### config.mk
export PLATFORM = sky130hd
export DESIGN_NAME = bis_div
export DESIGN_NICKNAME = d
export VERILOG_FILES = /design/src/rtl/bis_div.sv
export SDC_FILE = /design/constraint.sdc
export NUM_CORES = 1
export LEC_CHECK = 0
export ABC_AREA = 1
export ABC_CLOCK_PERIOD_IN_PS = 1800
export BUFFER_PORTS_ARGS = -buffer_cell sky130_fd_sc_hd__buf_2
export CELL_PAD_IN_SITES_DETAIL_PLACEMENT = 0
export CELL_PAD_IN_SITES_GLOBAL_PLACEMENT = 1
export CORE_AREA = 2 2 90 92
export CTS_BUF_LIST = sky130_fd_sc_hd__clkbuf_4 sky130_fd_sc_hd__clkbuf_8 sky130_fd_sc_hd__clkbuf_16
export CTS_CLUSTER_DIAMETER = 200
export CTS_CLUSTER_SIZE = 10
export DETAILED_ROUTE_END_ITERATION = 10
export DIE_AREA = 0 0 92 94
export GPL_TIMING_DRIVEN = 0
export MAX_ROUTING_LAYER = met4
export PLACE_DENSITY = 0.77
export SYNTH_ARGS = -nofsm -noshare
export SYNTH_HDL_FRONTEND = slang
export SYNTH_SLANG_ARGS = --single-unit
### constraint.sdc
create_clock -name clk -period 1.8 [get_ports clk]
set_input_delay 0.09 -clock clk [delete_from_list [all_inputs] [get_ports clk]]
set_output_delay 0.09 -clock clk [all_outputs]
set_load 0.1 [all_outputs]
### src/rtl/bis_div.sv
// Iterative restoring divider, one quotient bit per cycle.
module bis_div #(
	parameter int DIVIDEND_W = 29,
	parameter int DIVISOR_W  = 13,
	parameter int QUO_W      = 17
) (
	input  logic                  clk,
	input  logic                  arst_n,
	input  logic                  start,
	input  logic [DIVIDEND_W-1:0] dividend,
	input  logic [DIVISOR_W-1:0]  divisor,
	output logic                  done,
	output logic [QUO_W-1:0]      quotient
);

	localparam int CNT_W = $clog2(QUO_W + 1);

	logic [DIVISOR_W-1:0] rem_q;
	logic [QUO_W-1:0]     quo_q;
	logic [CNT_W-1:0]     cnt_q;
	logic [DIVISOR_W:0]   trial;

	// upper dividend bits stay below the divisor, so only QUO_W steps are needed
	assign trial    = {rem_q, quo_q[QUO_W-1]} - {1'b0, divisor};
	assign done     = (cnt_q == '0);
	assign quotient = quo_q;

	always_ff @(posedge clk or negedge arst_n) begin
		if (!arst_n) begin
			cnt_q <= '0;
		end else if (start) begin
			cnt_q <= CNT_W'(QUO_W);
		end else if (!done) begin
			cnt_q <= cnt_q - 1'b1;
		end
	end

	always_ff @(posedge clk) begin
		if (start) begin
			rem_q <= DIVISOR_W'(dividend >> QUO_W);
			quo_q <= dividend[QUO_W-1:0];
		end else if (!done) begin
			if (!trial[DIVISOR_W]) begin
				rem_q <= trial[DIVISOR_W-1:0];
			end else begin
				rem_q <= {rem_q[DIVISOR_W-2:0], quo_q[QUO_W-1]};
			end
			quo_q <= {quo_q[QUO_W-2:0], ~trial[DIVISOR_W]};
		end
	end

endmodule

==> results.toml, run 1 <==
[setup_path]
r2r_start = "rem_q[9]$_DFFE_PP_"
reg2reg_to = "rem_q[5]$_DFFE_PP_"
slowest_delay_ps = 440
end_kind = "flop"
path_cells = "ha_4, nand2_4, nor2_4, inv_2, nor2_4, nand2_4, nand2_4, nand2_2, nand2_4, buf_6, nand2_1, nand3_1, nand2_1"
rr_worst_depth = 13
cp_slowest_cell = "edfxtp_1"
required_ps = 1840
cp_max_fo = 5
cpMostUsedCell = "nand2_4"
rrSetupSlack_ps = -190
crit_arrival_ps = 2030
endpoint = "rem_q[5]$_DFFE_PP_"
critical_path.startpoint_type = "flop"
crit_type = "reg2reg"
worstSetupStartpoint = "rem_q[9]$_DFFE_PP_"

[place]
place_inst = 513
io_buffers = 61
dp_hpwl_um = 4750
post_dp_cell_area_mm2 = 0.00298
place.gp.congestion = 0.803

[synthesis]
synth_nets = 411
ys_warn_count = 0
ys.flop_type = "edfxtp_1"
yosysSeqAreaShare_pct = 40.4
ys_ff_latch = 35
syn_area_per_cell_um2 = 7.19
synth_edf_count = 29
synth_top_area_cell = "edfxtp_1"
yosysMostFrequentCell = "nand2_1"
synth_top_area_share_pct = 34.6
synth.top_cells.by_area = "edfxtp_1, nand2_1, inv_1"
synth.distinct_cells = 28
async_flop_share_pct = 14.3
syn_area_mm2 = 0.00252
synth_common_cells = "nand2_1, inv_1, edfxtp_1"
synthCells = 350

[timing]
clock_skew_ps = 8.73
setup_violations = 14
worst_pin_slew_ps = 593
fmax_mhz = 503
period_minus_slack_ps = 1990
rsz0062_at_grt = "true"
setup_ws_ps = -189
timing.final.crit_share_pct = 110
drv_slew = 0
holdWs_ps = 66.2
hold_violations = 0
setup_tns_ps = -2320
slew_headroom_pct = 60.5

[run_status]
outcome = "complete, but fails checks"
violations = "setup timing"

[cts]
clockBufferDepth = 2
cts_sinks = 35
cts_tree = "yes"
clock_latency_ps = 290
cts_inserted_buffers = 5
clk_pin_slew_ps = 80
cts-root-buf = "clkbuf_8"
htreeDepth = 2

[layout]
n_antenna_cell = 0
area_growth_pct = 47.5
fill_cells = 796
nNetsFinal = 514
multi_input_area_mm2 = 0.00161
final_util_pct = 48.8
drive_above_1_share_pct = 38.3
regArea_mm2 = 0.00102
fin_cells = 556
final_area_mm2 = 0.00371

[die]
die_area_mm2 = 0.00865
io_pins = 63
die_w_um = 92
start_util_pct = 33.1
num_rows = 32
core_mm2 = 0.00761
die_y_um = 94

[global_routing]
grt_antenna_before_repair = 0
grt_max_degree = 12
grt_pass1_wl_um = 11200
first_global_vias = 2463
grt_usage_pct = 16.5
overflow = 0

[run]
max_cap_violations = 0

[routing]
ant_nets = 0
drtIter0Drc = 74
detail_route.wl_per_cell_um = 12.2
drt_pass1_iterations = 4
vias_per_cell = 4.50
totalWireLength_um = 6800
drc_errors = 0
vias = 2503

[pwr]
p_per_area_mw_per_mm2 = 1540
peakVddDrop_mv = 0.663
p_leak_nw = 1.92

[min_path]
min_path_type = "in2reg"
-- logic make-up after synthesis --
| family | count (synthesis) | share of synthesized area (%) |
|---|---|---|
| and+or+nand+nor | 206 | 33.5 |
| buffers and inverters | 65 | 10.6 |
| DFF | 35 | 40.4 |
| AOI/OAI and AO/OA | 21 | 4.82 |
| adders and majority gates | 16 | 8.25 |
| xor gates and xnor gates | 7 | 2.44 |
-- state kept, by name, summed over array words and instances (netlist names) --
register	flops
cnt_q	5
quotient	17
rem_q	13
-- cells in the final DEF, fill, tap and decap left out, types with 6 or more instances in the layout --
cell type	synthesis	final
nand2_1	148	126
buf_2	0	60
inv_1	56	51
buf_4	2	30
edfxtp_1	29	29
nand2_2	6	21
nand3_1	26	18
nor2_1	19	15
ha_4	0	12
nand2_4	0	7
buf_6	2	7
a21oi_1	11	7
nand3_2	1	6
-- worst min-delay path by stage --
stage	from	depth (start not counted)	to	slack (ps)
5_1_grt	dividend[2]	3	quotient[2]$_DFFE_PP_	60
4_1_cts	dividend[8]	3	quotient[8]$_DFFE_PP_	60
2_1_floorplan	arst_n	0	cnt_q[0]$_DFFE_PN0P_	-210
3_5_place_dp	arst_n	1	cnt_q[0]$_DFFE_PN0P_	-90
3_3_place_gp	arst_n	1	cnt_q[1]$_DFFE_PN0P_	-90
6_report	dividend[3]	3	quotient[3]$_DFFE_PP_	70
-- per-stage QoR --
| step | setup WS [ps] | power (mW) |
|---|---|---|
| after CTS | -183 | 5.27 |
| after global routing | -313 | 6.18 |
| after detailed placement | -379 | 3.86 |
| after floorplan | -693 | 3.34 |
| after global placement | -360 | 3.85 |
| final | -189 | 5.73 |
-- what timing repair did --
action                                 4_1_cts  5_1_grt
setup buffers                               16       15
setup endpoints to repair                   44       44
endpoints found under the hold margin        5        0
resized for setup                           54       26
hold buffers                                 1        0
pin swaps                                   18       25
cloned                                       3        0
-- per-layer routing --
layer	up-vias	track usage (%)	wire [um]
met3	9	2.33	244
met5	-	-	0
met1	1133	21.4	3190
li1	1305	-	-
met2	56	28.2	3270
met4	0	2.61	97
-- worst max-delay path, delay by kind of cell, from the launching register on --
kind          cells  cell delay (ps)
simple gates     10              780
flops             1              440
fa+ha+maj         1              340
buf+inv           2              180
-- report_power, final --
| part | internal, mW | switching, mW |
|---|---|---|
| Clock | 0.286 | 0.292 |
| Combinational | 1.66 | 2.15 |
| Sequential | 1.15 | 0.200 |
| Total | 3.09 | 2.64 |
-- layout make-up --
class                      count  area share [%]
multi-input combinational    250            43.2
inverter                      56            5.76
sequential                    35            27.4
clock inverter                 2           0.337
timing repair buffer          95            16.1
timing repair inverter         1           0.202
buffer                         9            1.52
clock buffer                   6            2.06
tap                          102            3.44
No activity file was read; power rests on OpenSTA's default activity.
==> run 2: changes to the inputs <==
SETUP_SLACK_MARGIN = 0.4   (was not set)
==> results.toml, run 2 (synthesis results as in run 1) <==
[layout]
area_growth_pct = 53.4
fin_cells = 563
final_area_mm2 = 0.00386
drive_above_1_share_pct = 41.6
nNetsFinal = 521
n_antenna_cell = 0
largest_reg_flops = 17
fill_cells = 745
layout_common_cells = "nand2_1, buf_2, inv_1"
final_common_cell = "nand2_1"

[cts]
clock_latency_ps = 290
cts_sinks = 35
htreeDepth = 2
cts_tree = "yes"
cts-root-buf = "clkbuf_8"
clk_pin_slew_ps = 70
cts_inserted_buffers = 5
clockBufferDepth = 2

[setup_path]
rr_worst_depth = 10
path_cells = "ha_4, a21oi_2, nand2_2, a21oi_4, nand3_2, nand2_4, buf_6, nand2_2, nand3_2, nand2_1"
crit_type = "reg2reg"
cp_slowest_cell = "edfxtp_1"
critical_path.startpoint_type = "flop"
required_ps = 1850
crit_arrival_ps = 2120
end_kind = "flop"
cp_max_fo = 6
slowest_delay_ps = 450

[timing]
worst_pin_slew_ps = 502
period_minus_slack_ps = 2070
setup_ws_ps = -272
timing.final.crit_share_pct = 115
fmax_mhz = 483
setup_violations = 14
slew_headroom_pct = 66.5
rsz0062_at_grt = "true"
drv_slew = 0
hold_violations = 0
clock_skew_ps = 12.5

[die]
die_y_um = 94
start_util_pct = 33.1
io_pins = 63
num_rows = 32
die_w_um = 92
die_area_mm2 = 0.00865
core_mm2 = 0.00761

[routing]
wl_met3_um = 306
vias = 2560
routed.top_layer = "met4"
drt_pass1_iterations = 4
drt-met1-wl_um = 3200
totalWireLength_um = 7350
drtIter0Drc = 111
detail_route.wl_per_cell_um = 13.0
ant_nets = 0
drc_errors = 0
vias_per_cell = 4.55
wl_met2_um = 3720

[global_routing]
grt_antenna_before_repair = 0
first_global_vias = 2560
grt_pass1_wl_um = 11900
grt_usage_pct = 17.6
overflow = 0
grt_max_degree = 12

[place]
place_ws_ps = -389
place_inst = 513
dp_hpwl_um = 4810
io_buffers = 61
post_dp_cell_area_mm2 = 0.00301
place.gp.congestion = 0.792

[run_status]
outcome = "complete, but fails checks"
violations = "setup timing"

[min_path]
holdPathStages = 3
min_path_type = "in2reg"

[pwr]
peakVddDrop_mv = 0.592
p_per_area_mw_per_mm2 = 1530
p_leak_nw = 1.97

[run]
max_cap_violations = 0
## run 2: cell types whose count changed in the layout (fill, tap and decap cells not counted), sizes merged
cell    previous run  this run
buf               99       105
inv               55        54
clkbuf            10        12
## run 2: area by class of cell
| class | instances | area, um2 | area share [%] |
|---|---|---|---|
| plain buffers | 9 | 57.6 | 1.49 |
| clock buffers | 7 | 90.1 | 2.33 |
| clock inverters | 1 | 5.00 | 0.130 |
| inverters | 56 | 218 | 5.64 |
| multi-input cells | 250 | 1650 | 42.8 |
| flip-flops and latches | 35 | 1020 | 26.4 |
| well taps | 102 | 128 | 3.31 |
| repair buffers | 102 | 684 | 17.7 |
| repair inverters | 1 | 7.51 | 0.195 |
## run 2: worst max-delay path, delay by kind of cell, from the launching register on
kind	cells	cell delay, ps
AOI/OAI and AO/OA	2	420
buffers and inverters	1	140
adders and majority gates	1	290
and+or+nand+nor	6	520
DFF	1	450
## run 2: through the flow
step                setup TNS, ps  hold slack (ps)  power, mW  utilization [%]
global placement            -9040            -87.0       3.86             39.5
CTS                         -2640             62.1       5.15             46.0
detailed placement         -10310            -86.9       3.88             39.5
finish                      -3240             66.0       5.91             50.7
global route                -4640             72.2       6.37             50.7
floorplan                   -7450             -206       3.36                -
## run 2: layer usage
layer,track usage (%),vias up
met2,30.0,63
met1,21.9,1169
li1,-,1317
met5,-,-
met3,2.97,11
met4,4.35,0
## run 2: power by group
| part | internal, mW | total [mW] | switching (mW) |
|---|---|---|---|
| sequential | 1.15 | 1.35 | 0.205 |
| combinational | 1.71 | 3.94 | 2.24 |
| clock | 0.324 | 0.618 | 0.294 |
| total | 3.18 | 5.91 | 2.73 |
## run 2: what timing repair did
| action | 4_1_cts | 5_1_grt |
|---|---|---|
| hold endpoints to repair | 5 | 0 |
| gates cloned | 3 | 0 |
| endpoints found under the setup margin | 44 | 45 |
| pin swaps | 17 | 35 |
| buffers inserted | 19 | 19 |
| hold buffers | 1 | 0 |
| gates resized for setup | 40 | 54 |
## run 2: final timing paths
| kind | from | to | slack [ps] |
|---|---|---|---|
| min in group asynchronous | arst_n | cnt_q[3]$_DFFE_PN0P_ | 140 |
| hold reg to reg | cnt_q[4]$_DFFE_PN0P_ | cnt_q[4]$_DFFE_PN0P_ | 480 |
| setup / recovery | rem_q[7]$_DFFE_PP_ | rem_q[4]$_DFFE_PP_ | -270 |
| setup reg to reg | rem_q[7]$_DFFE_PP_ | rem_q[4]$_DFFE_PP_ | -270 |
| max in group asynchronous | arst_n | cnt_q[2]$_DFFE_PN0P_ | 1490 |
| hold / removal | dividend[18] | rem_q[1]$_DFFE_PP_ | 70 |
==> run 3: changes to the inputs <==
--- a/config.mk
+++ b/config.mk
@@ -11,13 +11,13 @@
 export CELL_PAD_IN_SITES_DETAIL_PLACEMENT = 0
 export CELL_PAD_IN_SITES_GLOBAL_PLACEMENT = 1
-export CORE_AREA = 2 2 90 92
-export CTS_BUF_LIST = sky130_fd_sc_hd__clkbuf_4 sky130_fd_sc_hd__clkbuf_8 sky130_fd_sc_hd__clkbuf_16
+export CORE_AREA = 2 2 88 90
+export CTS_BUF_LIST = sky130_fd_sc_hd__clkbuf_2 sky130_fd_sc_hd__clkbuf_4 sky130_fd_sc_hd__clkbuf_8
 export CTS_CLUSTER_DIAMETER = 200
 export CTS_CLUSTER_SIZE = 10
 export DETAILED_ROUTE_END_ITERATION = 10
-export DIE_AREA = 0 0 92 94
+export DIE_AREA = 0 0 90 92
 export GPL_TIMING_DRIVEN = 0
 export MAX_ROUTING_LAYER = met4
-export PLACE_DENSITY = 0.77
+export PLACE_DENSITY = 0.8
 export SETUP_SLACK_MARGIN = 0.4
 export SYNTH_ARGS = -nofsm -noshare
==> constraint.sdc (replaced) <==
create_clock -name clk -period 1.8 [get_ports clk]
set_input_delay 0 -clock clk [delete_from_list [all_inputs] [get_ports clk]]
set_output_delay 0 -clock clk [all_outputs]
set_load 0.1 [all_outputs]
==> results.toml, run 3 (synthesis results as in run 1) <==
[run_status]
outcome = "complete, but fails checks"
violations = "setup timing"

[layout]
final_util_pct = 55.5
layout_common_cells = "nand2_1, buf_2, inv_1"
largest_reg_flops = 17
area_growth_pct = 64.2
n_antenna_cell = 0
fill_cells = 723
fin_cells = 592
final_area_mm2 = 0.00413
regArea_mm2 = 0.00102
nNetsFinal = 550
multi_input_area_mm2 = 0.00166
final_common_cell = "nand2_1"
drive_above_1_share_pct = 41.2

[place]
place_inst = 513
post_dp_cell_area_mm2 = 0.00300
place.gp.congestion = 0.793
dp_hpwl_um = 4740
place_ws_ps = -379
io_buffers = 61

[setup_path]
required_ps = 1840
critical_path.startpoint_type = "flop"
cp_max_fo = 5
end_kind = "flop"
crit_arrival_ps = 2010
crit_type = "reg2reg"

[timing]
slew_headroom_pct = 60.7
holdWs_ps = 2.81
rsz0062_at_grt = "true"
timing.final.crit_share_pct = 109
clock_skew_ps = 12.0
period_minus_slack_ps = 1960
setup_ws_ps = -162
setup_violations = 14
drv_slew = 0
worst_pin_slew_ps = 590
fmax_mhz = 510
hold_violations = 0
setup_tns_ps = -1970

[die]
die_area_mm2 = 0.00828
num_rows = 32
die_y_um = 92
die_w_um = 90
start_util_pct = 33.8
io_pins = 63
core_mm2 = 0.00745

[global_routing]
grt_antenna_before_repair = 0
overflow = 0
grt_pass1_wl_um = 11900
grt_usage_pct = 18.2
first_global_vias = 2680
grt_max_degree = 12

[pwr]
p_leak_nw = 2.08
p_per_area_mw_per_mm2 = 1420
p_seq_share_pct = 23.1
internal_power_mw = 3.16
clkPwrFrac_pct = 10.0
finalPower_mw = 5.87
p_sw_mw = 2.71
comb_power_share_pct = 66.9
switching_share_pct = 46.2
peakVddDrop_mv = 0.607

[min_path]
min_path_type = "in2reg"

[cts]
clk_pin_slew_ps = 70
clockBufferDepth = 2
cts_tree = "yes"
htreeDepth = 2
cts_inserted_buffers = 5
clock_latency_ps = 290
cts-root-buf = "clkbuf_8"
cts_sinks = 35

[routing]
totalWireLength_um = 7400
drt_pass1_iterations = 4
vias_per_cell = 4.55
detail_route.wl_per_cell_um = 12.5
drtIter0Drc = 96
drc_errors = 0
vias = 2696
ant_nets = 0

[run]
max_cap_violations = 0
[run 3: cell count changes in the layout (fill, tap and decap cells not counted), sizes merged]
cell,change
buf,+4
dlygate4sd3,+26
clkbuf,-2
inv,+1
[run 3: worst paths after layout]
path,startpoint,endpoint,slack [ps],cells after the start
max in group asynchronous,arst_n,cnt_q[2]$_DFFE_PN0P_,1610,2
worst min-delay path,dividend[22],rem_q[5]$_DFFE_PP_,3,3
worst min register to register,cnt_q[4]$_DFFE_PN0P_,cnt_q[4]$_DFFE_PN0P_,500,1
min in group asynchronous,arst_n,cnt_q[0]$_DFFE_PN0P_,40,2
worst max-delay path,rem_q[3]$_DFFE_PP_,rem_q[0]$_DFFE_PP_,-160,13
worst max register to register,rem_q[3]$_DFFE_PP_,rem_q[0]$_DFFE_PP_,-160,13
[run 3: final cells by class]
class	instances	area share [%]
multi-input combinational	250	40.1
sequential	35	24.6
timing repair buffer	131	23.2
inverter	56	5.24
tap	102	3.09
clock buffer	6	1.85
buffer	9	1.45
clock inverter	2	0.303
timing repair inverter	1	0.182
[run 3: per-layer routing]
layer	track usage [%]	vias up	part of all wire, %
li1	-	1370	-
met1	21.2	1251	43
met2	32.9	65	51
met3	2.79	10	3.9
met4	5.00	0	1.5
met5	-	-	0
[run 3: power by group through the flow]
stage	registers [mW]	clock network [mW]	logic [mW]
2_1_floorplan	1.64	0	1.72
3_3_place_gp	1.30	0	2.55
3_5_place_dp	1.30	0	2.57
4_1_cts	1.35	0.599	3.46
5_1_grt	1.38	0.625	4.29
6_report	1.36	0.586	3.93
[run 3: critical path, cell delays in order (launching register included)]
cell and delay, ps:
edfxtp_1 450, ha_4 270, nand2_4 80, nor2_2 40, nand2_1 70, nand3_2 90
nand2_2 100, buf_4 120, nand3_2 80, nand2_4 120, buf_6 150, nand2_2 60
nand3_2 50, nand2_1 40
[run 3: what timing repair did]
action	in CTS	in global routing
gates resized for setup	51	47
pin swaps	27	28
hold endpoints to repair	31	0
hold buffers	27	0
setup endpoints to repair	44	42
cloned	3	0
buffers inserted	28	13
